[src/rtl/isr_pkg.sv]
package isr_pkg;

	localparam int IN_W       = 8;
	localparam int RATIO_W    = 16;
	localparam int FRAC_W     = 15;
	localparam int MAG_W      = 16;
	localparam int DEN_W      = 17;
	localparam int SQ_FRAC    = 16;
	localparam int TH_W       = 14;
	localparam int CFG_IDX_W  = 3;
	localparam int CFG_DATA_W = 15;

	localparam logic [8:0]  EDGE_THRESHOLD_RST  = 9'd35;
	localparam logic [7:0]  MID_WINDOW_LOW_RST  = 8'd36;
	localparam logic [7:0]  MID_WINDOW_HIGH_RST = 8'd75;
	localparam logic [7:0]  OUTER_LOW_RST       = 8'd45;
	localparam logic [14:0] RATIO_LIMIT_RST     = 15'd29491;

	typedef enum logic [CFG_IDX_W-1:0] {
		REG_METHOD          = 3'd0,
		REG_EDGE_THRESHOLD  = 3'd1,
		REG_MID_WINDOW_LOW  = 3'd2,
		REG_MID_WINDOW_HIGH = 3'd3,
		REG_OUTER_LOW       = 3'd4,
		REG_RATIO_LIMIT     = 3'd5
	} cfg_reg_t;

	typedef struct packed {
		logic [IN_W-1:0] outer_left;
		logic [IN_W-1:0] inner_left;
		logic [IN_W-1:0] inner_right;
		logic [IN_W-1:0] outer_right;
	} in_item_t;

	typedef struct packed {
		logic signed [RATIO_W-1:0] ratio;
		logic                      used_inner;
		logic                      held;
	} out_item_t;

	typedef struct packed {
		logic acc;
		logic last;
		logic decide;
		logic sq_first;
		logic sq_add;
		logic side;
		logic sqrt_start;
		logic scale_start;
		logic ratio_start;
		logic store_mag;
		logic finish;
	} ctrl_cmd_t;

	typedef struct packed {
		logic method;
		logic hold;
		logic sqrt_done;
		logic scale_done;
		logic div_done;
	} dp_status_t;

endpackage

[src/rtl/isr_div.sv]
module isr_div #(
	parameter int NUM_W = 19,
	parameter int DEN_W = 17,
	parameter int CNT_W = 5
) (
	input  logic             clk,
	input  logic             arst_n,
	input  logic             start,
	input  logic [DEN_W-1:0] rem_init,
	input  logic [NUM_W-1:0] num,
	input  logic [DEN_W-1:0] den,
	input  logic [CNT_W-1:0] steps,
	output logic             done,
	output logic [NUM_W-1:0] quot
);

	logic             busy_q;
	logic             done_q;
	logic [CNT_W-1:0] cnt_q;
	logic [DEN_W-1:0] rem_q;
	logic [NUM_W-1:0] num_q;
	logic [DEN_W-1:0] den_q;
	logic [NUM_W-1:0] quot_q;
	logic [DEN_W:0]   trial;
	logic [DEN_W:0]   trial_sub;
	logic             ge;

	// Restoring division: one quotient bit per cycle.
	assign trial     = {rem_q, num_q[NUM_W-1]};
	assign ge        = trial >= {1'b0, den_q};
	assign trial_sub = trial - {1'b0, den_q};

	always_ff @(posedge clk or negedge arst_n) begin
		if (!arst_n) begin
			busy_q <= 1'b0;
			done_q <= 1'b0;
			cnt_q  <= '0;
		end else begin
			done_q <= 1'b0;
			if (start) begin
				busy_q <= 1'b1;
				cnt_q  <= steps;
			end else if (busy_q) begin
				cnt_q <= cnt_q - CNT_W'(1);
				if (cnt_q == CNT_W'(1)) begin
					busy_q <= 1'b0;
					done_q <= 1'b1;
				end
			end
		end
	end

	always_ff @(posedge clk) begin
		if (start) begin
			rem_q  <= rem_init;
			num_q  <= num;
			den_q  <= den;
			quot_q <= '0;
		end else if (busy_q) begin
			rem_q  <= ge ? trial_sub[DEN_W-1:0] : trial[DEN_W-1:0];
			num_q  <= {num_q[NUM_W-2:0], 1'b0};
			quot_q <= {quot_q[NUM_W-2:0], ge};
		end
	end

	assign done = done_q;
	assign quot = quot_q;

endmodule

[src/rtl/isr_sqrt.sv]
module isr_sqrt #(
	parameter int IN_W = 38
) (
	input  logic                clk,
	input  logic                arst_n,
	input  logic                start,
	input  logic [IN_W-1:0]     x,
	output logic                done,
	output logic [IN_W/2-1:0]   root
);

	localparam int ROOT_W = IN_W / 2;
	localparam int RW     = ROOT_W + 2;
	localparam int CNT_W  = $clog2(ROOT_W + 1);

	logic              busy_q;
	logic              done_q;
	logic [CNT_W-1:0]  cnt_q;
	logic [IN_W-1:0]   x_q;
	logic [RW-1:0]     rem_q;
	logic [ROOT_W-1:0] root_q;
	logic [RW+1:0]     rem2;
	logic [RW+1:0]     trial;
	logic [RW+1:0]     rem_sub;
	logic              ge;

	// Digit-by-digit square root, two radicand bits per cycle.
	assign rem2    = {rem_q, x_q[IN_W-1 -: 2]};
	assign trial   = (RW + 2)'({root_q, 2'b01});
	assign ge      = rem2 >= trial;
	assign rem_sub = rem2 - trial;

	always_ff @(posedge clk or negedge arst_n) begin
		if (!arst_n) begin
			busy_q <= 1'b0;
			done_q <= 1'b0;
			cnt_q  <= '0;
		end else begin
			done_q <= 1'b0;
			if (start) begin
				busy_q <= 1'b1;
				cnt_q  <= CNT_W'(ROOT_W);
			end else if (busy_q) begin
				cnt_q <= cnt_q - CNT_W'(1);
				if (cnt_q == CNT_W'(1)) begin
					busy_q <= 1'b0;
					done_q <= 1'b1;
				end
			end
		end
	end

	always_ff @(posedge clk) begin
		if (start) begin
			x_q    <= x;
			rem_q  <= '0;
			root_q <= '0;
		end else if (busy_q) begin
			x_q    <= {x_q[IN_W-3:0], 2'b00};
			rem_q  <= ge ? rem_sub[RW-1:0] : rem2[RW-1:0];
			root_q <= {root_q[ROOT_W-2:0], ge};
		end
	end

	assign done = done_q;
	assign root = root_q;

endmodule

[src/rtl/isr_datapath.sv]
module isr_datapath #(
	parameter int ROUNDS = 3
) (
	input  logic                                  clk,
	input  logic                                  arst_n,
	input  isr_pkg::in_item_t                     in_data,
	input  logic                                  cfg_we,
	input  logic [isr_pkg::CFG_IDX_W-1:0]         cfg_index,
	input  logic [isr_pkg::CFG_DATA_W-1:0]        cfg_data,
	input  isr_pkg::ctrl_cmd_t                    cmd,
	output isr_pkg::dp_status_t                   status,
	output isr_pkg::out_item_t                    out_data
);

	import isr_pkg::*;

	localparam int TOP       = 200 * ROUNDS;
	localparam int BOTTOM    = 2 * ROUNDS;
	localparam int SCALE     = 2 * ROUNDS;
	localparam int SUM_W     = $clog2(TOP + 1);
	localparam int SQ_W      = 2 * SUM_W + 1;
	localparam int X_W       = SQ_W + SQ_FRAC;
	localparam int SQRT_IN_W = X_W + (X_W % 2);
	localparam int ROOT_W    = SQRT_IN_W / 2;
	localparam int DCNT_W    = $clog2(FRAC_W + 1);
	localparam int SC_SHIFT  = ROOT_W + $clog2(SCALE);
	localparam int RECIP_W   = ROOT_W + 2;
	localparam int SC_RECIP  = ((1 << SC_SHIFT) + SCALE - 1) / SCALE;
	localparam int PROD_W    = ROOT_W + RECIP_W;

	logic                 method_q;
	logic [8:0]           edge_threshold_q;
	logic [7:0]           mid_window_low_q;
	logic [7:0]           mid_window_high_q;
	logic [7:0]           outer_low_q;
	logic [14:0]          ratio_limit_q;

	logic [SUM_W-1:0]     sum_q [4];
	logic [SUM_W-1:0]     s_q [4];
	logic [IN_W-1:0]      in_vals [4];
	logic [SUM_W:0]       sum_add [4];
	logic [SUM_W-1:0]     sum_sat [4];
	logic [SUM_W-1:0]     sum_floor [4];

	logic [TH_W-1:0]      outer_sum;
	logic [TH_W-1:0]      inner_sum;
	logic [TH_W-1:0]      total_sum;
	logic                 use_inner;
	logic                 hold;

	logic [SUM_W-1:0]     mul_op;
	logic [2*SUM_W-1:0]   prod;
	logic [SQ_W-1:0]      acc_q;

	logic                 sqrt_done;
	logic [ROOT_W-1:0]    root;

	logic [PROD_W-1:0]    scale_prod;
	logic [MAG_W-1:0]     mag_q;
	logic                 scale_done_q;

	logic [MAG_W-1:0]     a_q;
	logic [MAG_W-1:0]     b_q;
	logic                 neg_q;
	logic                 used_q;
	logic                 held_q;
	logic signed [RATIO_W-1:0] last_q;

	logic                 div_start;
	logic [DEN_W-1:0]     div_rem;
	logic [DEN_W-1:0]     div_den;
	logic                 div_done;
	logic [FRAC_W-1:0]    quot;

	logic                 fin_neg;
	logic [FRAC_W-1:0]    fin_mag;
	logic [FRAC_W-1:0]    clamp_mag;
	logic [RATIO_W-1:0]   last_abs;
	logic [RATIO_W-1:0]   fin_ratio;
	out_item_t            out_q;

	always_ff @(posedge clk or negedge arst_n) begin
		if (!arst_n) begin
			method_q          <= 1'b0;
			edge_threshold_q  <= EDGE_THRESHOLD_RST;
			mid_window_low_q  <= MID_WINDOW_LOW_RST;
			mid_window_high_q <= MID_WINDOW_HIGH_RST;
			outer_low_q       <= OUTER_LOW_RST;
			ratio_limit_q     <= RATIO_LIMIT_RST;
		end else if (cfg_we) begin
			unique case (cfg_index)
				REG_METHOD:          method_q          <= cfg_data[0];
				REG_EDGE_THRESHOLD:  edge_threshold_q  <= cfg_data[8:0];
				REG_MID_WINDOW_LOW:  mid_window_low_q  <= cfg_data[7:0];
				REG_MID_WINDOW_HIGH: mid_window_high_q <= cfg_data[7:0];
				REG_OUTER_LOW:       outer_low_q       <= cfg_data[7:0];
				REG_RATIO_LIMIT:     ratio_limit_q     <= cfg_data[14:0];
				default: ;
			endcase
		end
	end

	assign in_vals[0] = in_data.outer_left;
	assign in_vals[1] = in_data.inner_left;
	assign in_vals[2] = in_data.inner_right;
	assign in_vals[3] = in_data.outer_right;

	always_comb begin
		for (int i = 0; i < 4; i++) begin
			sum_add[i]   = {1'b0, sum_q[i]} + (SUM_W + 1)'(in_vals[i]);
			sum_sat[i]   = (sum_add[i] > (SUM_W + 1)'(TOP)) ? SUM_W'(TOP)
			                                               : sum_add[i][SUM_W-1:0];
			sum_floor[i] = (sum_sat[i] < SUM_W'(BOTTOM)) ? SUM_W'(BOTTOM) : sum_sat[i];
		end
	end

	always_ff @(posedge clk or negedge arst_n) begin
		if (!arst_n) begin
			for (int i = 0; i < 4; i++) begin
				sum_q[i] <= '0;
			end
		end else if (cmd.last) begin
			for (int i = 0; i < 4; i++) begin
				sum_q[i] <= '0;
			end
		end else if (cmd.acc) begin
			for (int i = 0; i < 4; i++) begin
				sum_q[i] <= sum_sat[i];
			end
		end
	end

	always_ff @(posedge clk) begin
		if (cmd.last) begin
			for (int i = 0; i < 4; i++) begin
				s_q[i] <= sum_floor[i];
			end
		end
	end

	// Thresholds are in normalized units, so they are scaled up rather than
	// dividing the sums down.
	assign outer_sum = TH_W'(s_q[0]) + TH_W'(s_q[3]);
	assign inner_sum = TH_W'(s_q[1]) + TH_W'(s_q[2]);
	assign total_sum = outer_sum + inner_sum;
	assign use_inner = ((inner_sum > TH_W'(mid_window_low_q) * TH_W'(SCALE)) &&
	                    (inner_sum < TH_W'(mid_window_high_q) * TH_W'(SCALE))) ||
	                   (outer_sum < TH_W'(outer_low_q) * TH_W'(SCALE));
	assign hold      = total_sum <= TH_W'(edge_threshold_q) * TH_W'(SCALE);

	// Left side squares outer_left then inner_left; right side outer_right
	// then inner_right.
	always_comb begin
		case ({cmd.side, cmd.sq_add})
			2'b00:   mul_op = s_q[0];
			2'b01:   mul_op = s_q[1];
			2'b10:   mul_op = s_q[3];
			default: mul_op = s_q[2];
		endcase
	end

	assign prod = mul_op * mul_op;

	always_ff @(posedge clk) begin
		if (cmd.sq_first) begin
			acc_q <= SQ_W'(prod);
		end else if (cmd.sq_add) begin
			acc_q <= acc_q + SQ_W'(prod);
		end
	end

	isr_sqrt #(
		.IN_W(SQRT_IN_W)
	) u_sqrt (
		.clk    (clk),
		.arst_n (arst_n),
		.start  (cmd.sqrt_start),
		.x      (SQRT_IN_W'({acc_q, {SQ_FRAC{1'b0}}})),
		.done   (sqrt_done),
		.root   (root)
	);

	// The level scale is a constant, so each root is divided by it with a
	// reciprocal multiply that is exact over the whole root range.
	assign scale_prod = PROD_W'(root) * PROD_W'(SC_RECIP);

	always_ff @(posedge clk) begin
		if (cmd.scale_start) begin
			mag_q <= scale_prod[SC_SHIFT +: MAG_W];
		end
	end

	always_ff @(posedge clk or negedge arst_n) begin
		if (!arst_n) begin
			scale_done_q <= 1'b0;
		end else begin
			scale_done_q <= cmd.scale_start;
		end
	end

	assign div_start = cmd.ratio_start;
	assign div_rem   = (a_q >= b_q) ? DEN_W'(a_q - b_q) : DEN_W'(b_q - a_q);
	assign div_den   = DEN_W'(a_q) + DEN_W'(b_q);

	isr_div #(
		.NUM_W (FRAC_W),
		.DEN_W (DEN_W),
		.CNT_W (DCNT_W)
	) u_div (
		.clk      (clk),
		.arst_n   (arst_n),
		.start    (div_start),
		.rem_init (div_rem),
		.num      ('0),
		.den      (div_den),
		.steps    (DCNT_W'(FRAC_W)),
		.done     (div_done),
		.quot     (quot)
	);

	always_ff @(posedge clk) begin
		if (cmd.decide) begin
			used_q <= ~method_q & use_inner;
			held_q <= method_q & hold;
			if (use_inner) begin
				a_q <= MAG_W'(s_q[1]);
				b_q <= MAG_W'(s_q[2]);
			end else begin
				a_q <= MAG_W'(s_q[0]);
				b_q <= MAG_W'(s_q[3]);
			end
		end else if (cmd.store_mag) begin
			if (cmd.side) begin
				b_q <= mag_q;
			end else begin
				a_q <= mag_q;
			end
		end
		if (cmd.ratio_start) begin
			neg_q <= a_q < b_q;
		end
	end

	// The stored ratio never reaches -32768, so its magnitude fits 15 bits.
	assign last_abs  = last_q[RATIO_W-1] ? RATIO_W'(-last_q) : RATIO_W'(last_q);
	assign fin_neg   = held_q ? last_q[RATIO_W-1] : neg_q;
	assign fin_mag   = held_q ? last_abs[FRAC_W-1:0] : quot;
	assign clamp_mag = (fin_mag > ratio_limit_q) ? ratio_limit_q : fin_mag;
	assign fin_ratio = fin_neg ? (RATIO_W'(0) - {1'b0, clamp_mag}) : {1'b0, clamp_mag};

	always_ff @(posedge clk or negedge arst_n) begin
		if (!arst_n) begin
			last_q <= '0;
		end else if (cmd.finish) begin
			last_q <= signed'(fin_ratio);
		end
	end

	always_ff @(posedge clk) begin
		if (cmd.finish) begin
			out_q.ratio      <= signed'(fin_ratio);
			out_q.used_inner <= used_q;
			out_q.held       <= held_q;
		end
	end

	assign out_data          = out_q;
	assign status.method     = method_q;
	assign status.hold       = hold;
	assign status.sqrt_done  = sqrt_done;
	assign status.scale_done = scale_done_q;
	assign status.div_done   = div_done;

endmodule

[src/rtl/isr_ctrl.sv]
module isr_ctrl #(
	parameter int ROUNDS = 3
) (
	input  logic                clk,
	input  logic                arst_n,
	input  logic                in_valid,
	output logic                in_ready,
	output logic                out_valid,
	input  logic                out_ready,
	input  isr_pkg::dp_status_t status,
	output isr_pkg::ctrl_cmd_t  cmd
);

	import isr_pkg::*;

	localparam int CNT_W = (ROUNDS > 1) ? $clog2(ROUNDS) : 1;

	typedef enum logic [10:0] {
		ST_IDLE       = 11'b000_0000_0001,
		ST_DECIDE     = 11'b000_0000_0010,
		ST_SQ_A       = 11'b000_0000_0100,
		ST_SQ_B       = 11'b000_0000_1000,
		ST_SQRT_GO    = 11'b000_0001_0000,
		ST_SQRT_WAIT  = 11'b000_0010_0000,
		ST_SCALE_GO   = 11'b000_0100_0000,
		ST_SCALE_WAIT = 11'b000_1000_0000,
		ST_RATIO_GO   = 11'b001_0000_0000,
		ST_RATIO_WAIT = 11'b010_0000_0000,
		ST_FINISH     = 11'b100_0000_0000
	} state_t;

	state_t           state_q;
	state_t           state_d;
	logic [CNT_W-1:0] round_q;
	logic             side_q;
	logic             out_valid_q;
	logic             accept;
	logic             last_round;
	logic             load_out;

	assign in_ready   = (state_q == ST_IDLE);
	assign accept     = in_valid & in_ready;
	assign last_round = (round_q == CNT_W'(ROUNDS - 1));
	assign load_out   = (state_q == ST_FINISH) && (!out_valid_q || out_ready);

	always_comb begin
		state_d = state_q;
		cmd     = '0;
		cmd.side = side_q;
		unique case (state_q)
			ST_IDLE: begin
				if (accept) begin
					cmd.acc  = ~last_round;
					cmd.last = last_round;
					if (last_round) begin
						state_d = ST_DECIDE;
					end
				end
			end
			ST_DECIDE: begin
				cmd.decide = 1'b1;
				if (!status.method) begin
					state_d = ST_RATIO_GO;
				end else if (status.hold) begin
					state_d = ST_FINISH;
				end else begin
					state_d = ST_SQ_A;
				end
			end
			ST_SQ_A: begin
				cmd.sq_first = 1'b1;
				state_d      = ST_SQ_B;
			end
			ST_SQ_B: begin
				cmd.sq_add = 1'b1;
				state_d    = ST_SQRT_GO;
			end
			ST_SQRT_GO: begin
				cmd.sqrt_start = 1'b1;
				state_d        = ST_SQRT_WAIT;
			end
			ST_SQRT_WAIT: begin
				if (status.sqrt_done) begin
					state_d = ST_SCALE_GO;
				end
			end
			ST_SCALE_GO: begin
				cmd.scale_start = 1'b1;
				state_d         = ST_SCALE_WAIT;
			end
			ST_SCALE_WAIT: begin
				if (status.scale_done) begin
					cmd.store_mag = 1'b1;
					state_d       = side_q ? ST_RATIO_GO : ST_SQ_A;
				end
			end
			ST_RATIO_GO: begin
				cmd.ratio_start = 1'b1;
				state_d         = ST_RATIO_WAIT;
			end
			ST_RATIO_WAIT: begin
				if (status.div_done) begin
					state_d = ST_FINISH;
				end
			end
			ST_FINISH: begin
				if (load_out) begin
					cmd.finish = 1'b1;
					state_d    = ST_IDLE;
				end
			end
			default: state_d = ST_IDLE;
		endcase
	end

	always_ff @(posedge clk or negedge arst_n) begin
		if (!arst_n) begin
			state_q     <= ST_IDLE;
			round_q     <= '0;
			side_q      <= 1'b0;
			out_valid_q <= 1'b0;
		end else begin
			state_q <= state_d;
			if (accept) begin
				round_q <= last_round ? '0 : round_q + CNT_W'(1);
			end
			if (state_q == ST_DECIDE) begin
				side_q <= 1'b0;
			end else if (cmd.store_mag) begin
				side_q <= 1'b1;
			end
			if (load_out) begin
				out_valid_q <= 1'b1;
			end else if (out_ready) begin
				out_valid_q <= 1'b0;
			end
		end
	end

	assign out_valid = out_valid_q;

endmodule

[src/rtl/inductor_steering_ratio_top.sv]
// Rounds are taken while the block is idle; only the last round of a group yields a result.
// Pair-ratio mode: after the last round, the result comes from the 15-step divider.
// Magnitude mode: two 19-step square roots in series, then the 15-step divider.
// A held ratio in magnitude mode skips the square roots and the divider.
// The output register lets the next group's rounds be taken while a result waits for transfer.
// arst_n clears the round count, channel sums, previous ratio and loads the register defaults.
module inductor_steering_ratio_top #(
	parameter int ROUNDS = 3
) (
	input  logic                           clk,
	input  logic                           arst_n,
	input  logic                           in_valid,
	output logic                           in_ready,
	input  isr_pkg::in_item_t              in_data,
	output logic                           out_valid,
	input  logic                           out_ready,
	output isr_pkg::out_item_t             out_data,
	input  logic                           cfg_we,
	input  logic [isr_pkg::CFG_IDX_W-1:0]  cfg_index,
	input  logic [isr_pkg::CFG_DATA_W-1:0] cfg_data
);

	import isr_pkg::*;

	ctrl_cmd_t  cmd;
	dp_status_t status;

	isr_ctrl #(
		.ROUNDS(ROUNDS)
	) u_ctrl (
		.clk       (clk),
		.arst_n    (arst_n),
		.in_valid  (in_valid),
		.in_ready  (in_ready),
		.out_valid (out_valid),
		.out_ready (out_ready),
		.status    (status),
		.cmd       (cmd)
	);

	isr_datapath #(
		.ROUNDS(ROUNDS)
	) u_datapath (
		.clk       (clk),
		.arst_n    (arst_n),
		.in_data   (in_data),
		.cfg_we    (cfg_we),
		.cfg_index (cfg_index),
		.cfg_data  (cfg_data),
		.cmd       (cmd),
		.status    (status),
		.out_data  (out_data)
	);

endmodule

[config.mk]
export PLATFORM = sky130hd
export DESIGN_NAME = inductor_steering_ratio_top
export DESIGN_NICKNAME = d
export VERILOG_FILES = /design/src/rtl/isr_pkg.sv /design/src/rtl/isr_div.sv /design/src/rtl/isr_sqrt.sv /design/src/rtl/isr_datapath.sv /design/src/rtl/isr_ctrl.sv /design/src/rtl/inductor_steering_ratio_top.sv
export SDC_FILE = /design/constraint.sdc
export NUM_CORES = 1
export LEC_CHECK = 0
export ABC_AREA = 1
export BUFFER_PORTS_ARGS = -buffer_cell sky130_fd_sc_hd__buf_2
export CAP_MARGIN = 20
export CORE_ASPECT_RATIO = 0.7
export CORE_MARGIN = 2
export CORE_UTILIZATION = 60
export CTS_CLUSTER_DIAMETER = 40
export DETAILED_ROUTE_END_ITERATION = 8
export PLACE_DENSITY = 0.89
export REMOVE_ABC_BUFFERS = 1
export SLEW_MARGIN = 40
export SYNTH_ARGS = -nofsm -noshare
export SYNTH_HDL_FRONTEND = slang
export SYNTH_SLANG_ARGS = --single-unit
[constraint.sdc]
create_clock -name clk -period 15.3 [get_ports clk]
set_clock_uncertainty 0.2 [all_clocks]
set_input_delay 0.765 -clock clk [delete_from_list [all_inputs] [get_ports clk]]
set_output_delay 0.765 -clock clk [all_outputs]
set_load 0.01 [all_outputs]
# [Word level (Yosys, flattened, before mapping)]
# Memory sizes are Yosys's and may differ from the RTL's.
# Cells that the tools add are included.
# Widths: inputs -> output; s select.
[totals] reg_bits=335 mem_count=1 mem_bits_rw=40 out_inout_bits=20 in_bits=55
[op_classes] eq_ne=28 addsub=18 bitwise_logic=5 n_mul=6 n_reduce_logical=24 magnitude_cmp=17 n_mux=78
[memory_table] memory="u_datapath.s_q" words=4 width=10 rd=4 rd_clocked_by_memory_dff=0 write_ports=4 line="isr_datapath.sv:39" source="logic [SUM_W-1:0] s_q [4];"
[ops] op="$pmux 11 s11" n=1
[ops] op="$mux 16" n=7
[ops] op="$mux 10" n=10
[ops] op="$mux 11" n=8
[ops] op="$mux 40" n=2
[ops] op="$mux 37" n=2
[ops] op="$mux 17" n=4
[ops] op="$mux 15" n=3
[ops] op="$add 10x8->11" n=4
[ops] op="$gt 11x10->1 const B" n=4
[ops] op="$lt 10x3->1 const B" n=4
[ops] op="$mux 20" n=2
[ops] op="$mul 19x20->38 const B" n=1
[ops] op="$sub 16x16->17" n=2
[ops] op="$mul 8x2->10 const B" n=3
[ops] op="$pmux 10 s3" n=1
[ops] op="$mux 1" n=29
[ops] op="$lt 14x11->1" n=2
[ops] op="$ge 23x21->1" n=1
[ops] op="$add 10x10->11" n=2
[ops] op="$add 21x20->21" n=1
[ops] op="$mux 21" n=1
[ops] op="$sub 21x21->21" n=1
[ops] op="$mul 10x10->20" n=1
[ops] op="other kinds (49)" n=80

# [Logic depth before layout (Yosys ltp)]
# Gate-level depths: netlist of the first run.
[logic_depth] ltp_word=8 ltp_mapped=39 depth_no_buf=39

# [Modules after synthesis]
# From an unflattened synthesis of the first run, not the netlist that was laid out.
[hier_totals] cells_unflattened=4730 hier_area_um2=37404.6
[modules_own_cells] module="isr_datapath" instances=1 area_per_inst_um2=27143.5 cells_per_inst=3380 seq_area_each_um2=6573.8
[modules_own_cells] module="isr_sqrt" instances=1 area_per_inst_um2=4997.3 cells_per_inst=694 seq_area_each_um2=2117.0
[modules_own_cells] module="isr_div" instances=1 area_per_inst_um2=4236.6 cells_per_inst=521 seq_area_each_um2=1921.8
[modules_own_cells] module="isr_ctrl" instances=1 area_per_inst_um2=1027.2 cells_per_inst=135 seq_area_each_um2=376.6

# [Worst setup path after synthesis of the first run]
# OpenSTA, ideal clock, no wires.
[synth_path] path_kind="register to register" from="reg u_ctrl.state_q[10]" to="reg u_datapath.acc_q[18], data pin" stages_incl_launch_ff=37 required_time_ns=14.846 synth_period_minus_slack_ns=7.345 arrival_ns=6.891 path_slack_ns=7.955 n_path_buf=1 cell_sequence="dfrtp_1 -> nor2_4 -> nand2_4 -> nor2_8 -> nand2_8 -> inv_6 -> buf_2 -> nand3_1 -> nand4_1 -> o21ai_4 -> nor2_1 -> inv_1 -> fa_1 -> fa_1 -> inv_1 -> fa_1 -> fa_1 -> inv_1 -> fa_1 -> inv_1 -> ha_1 -> nand2_1 -> o21ai_0 -> a21oi_1 -> o21ai_4 -> nand2_2 -> nand2_1 -> or2_1 -> and2_1 -> ha_1 -> a21oi_1 -> o21ai_0 -> a21oi_1 -> o21ai_0 -> or2_2 -> nand3_1 -> nand2_1"
[synth_via] elab_chain_cells=8 elab_cells_between_ends=12 classes_between="add/sub (1); mul (1); eq/ne (4); mux (5); reduce/logical (1)"
[synth_lines] item="from (decl)" line="isr_ctrl.sv:32" source="state_t state_q;"
[synth_lines] item="from (signal assigned)" line="isr_ctrl.sv:123" source="state_q <= state_d;"
[synth_lines] item="$eq 11x4->1" line="isr_ctrl.sv:50" source="unique case (state_q)"
[synth_lines] item="$mux 1" line="isr_ctrl.sv:50"
[synth_lines] item="$eq 2x2->1 (tied with other cells)" line="isr_datapath.sv:154" source="case ({cmd.side, cmd.sq_add})"
[synth_lines] item="$pmux 10 s3" line="isr_datapath.sv:154"
[synth_lines] item="$mul 10x10->20" line="isr_datapath.sv:162" source="assign prod = mul_op * mul_op;"
[synth_lines] item="$add 21x20->21" line="isr_datapath.sv:168" source="acc_q <= acc_q + SQ_W'(prod);"
[synth_lines] item="$mux 20" line="isr_datapath.sv:167" source="end else if (cmd.sq_add) begin"
[synth_lines] item="$mux 20 (*)" line="isr_datapath.sv:165" source="if (cmd.sq_first) begin"
[synth_lines] item="to (signal assigned)" line="isr_datapath.sv:166" source="acc_q <= SQ_W'(prod);"
[synth_lines] item="to (signal assigned)" line="isr_datapath.sv:168"
[synth_lines] item="to (decl)" line="isr_datapath.sv:53" source="logic [SQ_W-1:0] acc_q;"
# Every way passes the cells marked *; elsewhere a longest branch is shown, timed or not. The select of a mux whose other input is x is not followed.
# A chain may end at the register's enable or synchronous reset.

# [Worst setup path after layout of the first run]
[layout_path] from="reg u_ctrl.side_q" to="reg u_datapath.acc_q[18], data pin"
[layout_via] elab_chain_cells=6 elab_cells_between_ends=8 classes_between="add/sub (1); mul (1); eq/ne (2); mux (3); reduce/logical (1)"
[layout_lines] item="from (decl)" line="isr_ctrl.sv:35" source="logic side_q;"
[layout_lines] item="from (signal assigned)" line="isr_ctrl.sv:120" source="side_q <= 1'b0;"
[layout_lines] item="from (signal assigned)" line="isr_ctrl.sv:128" source="side_q <= 1'b0;"
[layout_lines] item="from (signal assigned)" line="isr_ctrl.sv:130" source="side_q <= 1'b1;"
[layout_lines] item="$eq 2x2->1 (tied with other cells)" line="isr_datapath.sv:154"
[layout_lines] item="$pmux 10 s3 (*)" line="isr_datapath.sv:154"
[layout_lines] item="$mul 10x10->20 (*)" line="isr_datapath.sv:162"
[layout_lines] item="$add 21x20->21" line="isr_datapath.sv:168"
[layout_lines] item="$mux 20" line="isr_datapath.sv:167"
[layout_lines] item="$mux 20 (*)" line="isr_datapath.sv:165"
# Marks and branches as above.

==> results.yml, run 1 <==
outcome:
  run_status: "finished, violations left"
  failed_checks: "hold timing"
synth:
  synth_top_cell_by_area: "ha_1"
  synthTopCellsByArea: "ha_1 (16%), edfxtp_1 (16%), fa_1 (9.6%), nand2_1 (9.6%), dfrtp_1 (8.0%)"
  ys_types: 70
  ys_seq_area_share_pct: 29.0
  yosys_warnings: 0
  synth_edf_count: 184
  netlist.area_leader.share_pct: 16.0
  syn_area_per_cell_um2: 8.05
  async_reset_ff_share_pct: 35.7
  synthCells: 4299
  synth-main-ff-cell: "edfxtp_1"
  syn_area_um2: 34600
  ys_seq_elements: 375
final_layout:
  fin_cells: 5146
  fillers: 4386
  drive_above_1_share_pct: 6.48
  n_antenna_cell: 0
  syn2layout_area_growth_pct: 8.40
  ff_latch_area_um2: 10000
  multi_input_area_um2: 21500
  nets: 5017
drt:
  wl_met1_um: 40200
  routed_wl_um: 93600
  drc: 0
  firstDrtPassIters: 6
  post_drt_wl_per_cell_um: 18.2
  viasPerCell: 5.85
  drtAntennaViolNets: 0
  met3_length_um: 11100
  wl_met2_um: 39400
  first_iter_violations: 3532
  highest_layer: "met4"
  num_vias: 30100
grt:
  grtUsageTotal_pct: 31.6
  grt_max_degree: 82
  antenna_found_initial: 0
  gr-total-overflow: 0
  grt_first_pass_wirelength_um: 152000
  grt_pass1_vias: 28900
clock_tree:
  holdBufCountCts: 0
  cts_htree_levels: 2
  cts_setup_buffers: 0
  path_clk_slew_ns: 0.06
  cts_made_buffers: 50
  cts_tree: "done"
  cts_buffer_depth: 3
  cts.sinks: 375
  cts-root-buf: "clkbuf_16"
  insertion_delay_ns: 0.61
  cts-resized-gates: 0
place:
  place_ws_ns: 6.87
  dp_hpwl_um: 72600
  dp.cells: 5052
  numPortBuffers: 74
  globalplace.congestion: 1.00
worst_setup_path:
  cp_slowest_stage_delay_ns: 0.81
  start_kind: "flop"
  cp.required_ns: 15.44
  arrival_ns: 8.72
  cpMaxStageDelayCell: "dfrtp_1"
  r2r_end: "u_datapath.acc_q[18]"
  cp_max_fo: 17
  reg2reg_slack_ns: 6.72
  reg2reg_from: "u_ctrl.side_q"
  ff2ff_path_depth: 30
  worstSetupPathType: "flop to flop"
  cp-end-kind: "flop"
sta:
  hold_slack_ns: -0.0203
  fin_tns_setup_ns: 0
  relSlewSlack_pct: 42.0
  tightest_slew_ns: 0.865
  post-route-min-period_ns: 8.58
  rsz0062_at_grt: "false"
  setup_violations: 0
  final_max_slew_viol_count: 0
  fin_crit_sh_pct: 56.1
  setup_slack_ns: 6.72
  fmax_mhz: 117
  finalHoldViolCount: 18
job:
  maxCapViolations: 0
floorplan:
  start_util_pct: 60.9
  die_x_um: 291
  core_region_area_um2: 56900
  dieArea_um2: 59700
  row_count: 73
  fp.dieH_um: 205
  ioPinCount: 75
min_path:
  hp-class: "input port to async pin"
-- cell families after synthesis --
| kind of cell | count (synthesis) | synth area share [%] |
|---|---|---|
| AO/OA/AOI/OAI | 798 | 12.9 |
| adder cells (fa/ha/maj) | 608 | 25.6 |
| buffers and inverters | 825 | 9.15 |
| flip-flops | 375 | 29.0 |
| AND/OR/NAND/NOR | 1484 | 18.1 |
| multiplexers | 1 | 0.0289 |
| XOR/XNOR | 208 | 5.28 |
-- metrics by stage --
| step | hold WS (ns) | area, um^2 | util [%] |
|---|---|---|---|
| after floorplan | 0.200 | 34200 | - |
| after global placement | 0.203 | 35700 | 62.7 |
| after detailed placement | 0.205 | 35800 | 62.8 |
| after CTS | 0.0302 | 37500 | 65.9 |
| after global routing | 0.0545 | 37500 | 66.0 |
| final | -0.0203 | 37500 | 66.0 |
-- critical path, delay by kind of cell, from the launching register on --
| family | cells | cell delay (ns) |
|---|---|---|
| XOR/XNOR | 1 | 0.18 |
| flip-flops | 1 | 0.81 |
| AO/OA/AOI/OAI | 8 | 1.83 |
| AND/OR/NAND/NOR | 9 | 1.37 |
| buffers and inverters | 5 | 0.66 |
| adder cells (fa/ha/maj) | 7 | 3.26 |
-- cell type report --
class / count / share of cell area [%]
timing repair buffer: 87 / 1.44
clock buffer: 59 / 3.65
inverter: 741 / 7.43
multi-input combinational: 3099 / 57.1
clock inverter: 35 / 1.07
tap: 750 / 2.50
sequential: 375 / 26.8
-- metal layers --
layer / track usage, % / vias up
met3: 7.77 / 213
met2: 47.0 / 1660
met5: 0 / -
li1: - / 14200
met4: 9.79 / 0
met1: 45.5 / 14100
-- Yosys cell counts (8+ instances only) --
| cell | number |
|---|---|
| a31oi_1 | 16 |
| xor2_1 | 144 |
| a21o_1 | 21 |
| buf_2 | 26 |
| edfxtp_1 | 184 |
| nor3_1 | 30 |
| o21a_1 | 11 |
| nand3b_1 | 11 |
| and2_1 | 10 |
| nand4_1 | 43 |
| o211ai_1 | 15 |
| dfxtp_1 | 57 |
| inv_2 | 12 |
| nor2_2 | 8 |
| ha_1 | 442 |
| nor2_1 | 277 |
| fa_1 | 166 |
| or2_2 | 8 |
| nand3_1 | 176 |
| nor4_1 | 8 |
| dfstp_2 | 23 |
| xnor2_1 | 63 |
| o21ai_0 | 279 |
| o22ai_1 | 40 |
| o21ai_1 | 40 |
| nand2_2 | 11 |
| dfrtp_1 | 111 |
| inv_1 | 724 |
| o21bai_1 | 18 |
| nand2_1 | 882 |
| o31ai_1 | 15 |
| clkbuf_1 | 49 |
| a21oi_1 | 296 |
-- registers in the layout (all words and copies together), names as in the netlist, 11 cells and up --
signal                    count
u_datapath.u_div.rem_q       17
u_datapath.a_q               16
u_ctrl.state_q               11
u_datapath.u_div.quot        15
u_datapath.mag_q             16
u_datapath.b_q               16
u_datapath.out_data          18
u_datapath.u_sqrt.x_q        22
u_datapath.last_q            16
u_datapath.sum_q             40
u_datapath.u_sqrt.rem_q      21
u_datapath.acc_q             21
u_datapath.ratio_limit_q     15
u_datapath.s_q               40
u_datapath.u_sqrt.root       19
u_datapath.u_div.den_q       17
-- how the worst max path moves through the flow --
| stage | startpoint | end | slack [ns] |
|---|---|---|---|
| floorplan | u_ctrl.state_q[10] | u_datapath.acc_q[18] | 7.74 |
| global placement | u_ctrl.side_q | u_datapath.acc_q[18] | 6.80 |
| detailed placement | u_ctrl.side_q | u_datapath.acc_q[18] | 6.87 |
| CTS | u_ctrl.side_q | u_datapath.acc_q[18] | 6.83 |
| global route | u_ctrl.side_q | u_datapath.acc_q[18] | 6.21 |
| finish | u_ctrl.side_q | u_datapath.acc_q[18] | 6.72 |
-- layout by cell type, fill, tap and decap left out, types with 144 or more instances in the layout --
| master | synthesis | final |
|---|---|---|
| nand3_1 | 176 | 175 |
| ha_1 | 442 | 442 |
| nor2_1 | 277 | 275 |
| xor2_1 | 144 | 144 |
| a21oi_1 | 296 | 295 |
| inv_1 | 724 | 720 |
| nand2_1 | 882 | 881 |
| fa_1 | 166 | 166 |
| o21ai_0 | 279 | 277 |
| edfxtp_1 | 184 | 184 |
Power of run 1 is not shown: default switching activity piles up to over one toggle a cycle in this logic, so the estimate is an artifact.
==> inputs of run 2 (changes only) <==
CORE_UTILIZATION = 59   (was 60)
PLACE_DENSITY = 0.91   (was 0.89)
clock period = 7.85 ns   (was 15.3 ns; I/O delays follow)
==> run 2 against run 1 <==
The flow now finishes without violations. Design area increased by 2.0%. Sequential share of layout area decreased by 0.53 points. Core utilization decreased by 0.11 points.
==> results.yml, run 2 (synthesis gave the netlist of run 1 again) <==
final_layout:
  layout_common_cells: "nand2_1 (875), inv_1 (720), ha_1 (435), a21oi_1 (286), o21ai_0 (271)"
  reg_top3: "u_datapath.s_q (40), u_datapath.sum_q (40), u_datapath.u_sqrt.x_q (22)"
  nets: 5066
  fin_cells: 5210
  layout_commonest_cell: "nand2_1"
  postLayoutCellArea_um2: 38300
  drive_above_1_share_pct: 8.21
  syn2layout_area_growth_pct: 10.6
clock_tree:
  cts_tree: "done"
  cts.sinks: 375
  cts_made_buffers: 53
  insertion_delay_ns: 0.63
  path_clk_slew_ns: 0.06
  cts_htree_levels: 2
  cts_buffer_depth: 3
  cts-root-buf: "clkbuf_16"
worst_setup_path:
  start_kind: "flop"
  r2r_end: "u_datapath.acc_q[18]"
  reg2reg_slack_ns: 0.03
  reg2reg_from: "u_ctrl.state_q[6]"
  critPathLaunch: "u_ctrl.state_q[6]"
  worstSetupPathType: "flop to flop"
  cp_slowest_stage_delay_ns: 0.56
  ff2ff_path_depth: 34
  cpMaxStageDelayCell: "fa_1"
  cp.required_ns: 8.00
  cp_max_fo: 16
  cp-end-kind: "flop"
  arrival_ns: 7.97
place:
  dp.cells: 5076
  dp_hpwl_um: 68500
  dpl-instance-area_um2: 35900
  globalplace.congestion: 1.01
  numPortBuffers: 74
sta:
  hold_slack_ns: 0.0193
  final_max_slew_viol_count: 0
  setup_violations: 0
  relSlewSlack_pct: 41.9
  post-route-min-period_ns: 7.82
  finalHoldViolCount: 0
  tightest_slew_ns: 0.871
  fin_crit_sh_pct: 99.6
  fin_tns_setup_ns: 0
  fmax_mhz: 128
drt:
  first_iter_violations: 3222
  num_vias: 30600
  firstDrtPassIters: 7
  drc: 0
  post_drt_wl_per_cell_um: 17.6
  drtAntennaViolNets: 0
  routed_wl_um: 91800
  viasPerCell: 5.87
floorplan:
  row_count: 74
  start_util_pct: 59.5
  ioPinCount: 75
  fp.dieH_um: 207
  dieArea_um2: 60700
  core_region_area_um2: 58100
  die_x_um: 294
min_path:
  hold_start: "cfg_data[5]"
  worstHoldPathCells: 3
  hp-class: "input port to flop"
  hold_path_end: "u_datapath.outer_low_q[5]"
grt:
  grt_max_degree: 71
  grtUsageTotal_pct: 30.1
  antenna_found_initial: 3
  grt_pass1_vias: 29600
  gr-total-overflow: 0
  grt_first_pass_wirelength_um: 148000
outcome:
  run_status: "complete, no violations"
job:
  maxCapViolations: 0
run 2: per-stage QoR:
step | worst slack (ns) | utilization, %
2_1_floorplan | 0.293 | -
3_3_place_gp | 0.0325 | 61.5
3_5_place_dp | -0.120 | 61.7
4_1_cts | 0.0154 | 65.2
5_1_grt | -0.209 | 65.9
6_report | 0.0340 | 65.9
run 2: repair_timing:
action                                 4_1_cts  5_1_grt
setup buffers                                0       15
setup endpoints to repair                    3       10
endpoints found under the hold margin       90        0
hold buffers                                17        0
resized for setup                            4       61
pin swaps                                    0       24
run 2: worst max-delay path by stage:
stage | endpoint | slack (ns)
4_1_cts | u_datapath.acc_q[18] | 0.02
5_1_grt | u_datapath.acc_q[18] | -0.21
2_1_floorplan | u_datapath.acc_q[18] | 0.29
6_report | u_datapath.acc_q[18] | 0.03
3_5_place_dp | u_datapath.acc_q[18] | -0.12
3_3_place_gp | u_datapath.acc_q[18] | 0.03
run 2: metal layers:
layer  GRT usage [%]  up-vias  routed length (um)
li1                -    14300                   -
met1            40.8    14400               38100
met2            47.7     1627               40700
met3            7.10      294                9900
met4            9.93        2                3100
met5               0        -                  43
run 2: area by class of cell:
type,instances,area [um^2]
fillers,4343,19900
multi-input cells,3099,21700
clock inverters,33,342
inverters,741,2800
flip-flops and latches,375,10000
repair buffers,133,926
clock buffers,67,1490
well taps,760,951
diodes,2,5.00
run 2: critical path, delay by kind of cell (launching register included):
family | cells | cell delay (ns)
XOR/XNOR | 1 | 0.24
AND/OR/NAND/NOR | 11 | 1.59
buffers and inverters | 5 | 0.33
flip-flops | 1 | 0.44
adder cells (fa/ha/maj) | 7 | 3.03
AO/OA/AOI/OAI | 10 | 1.68
Power of run 2 is left out for the same reason.
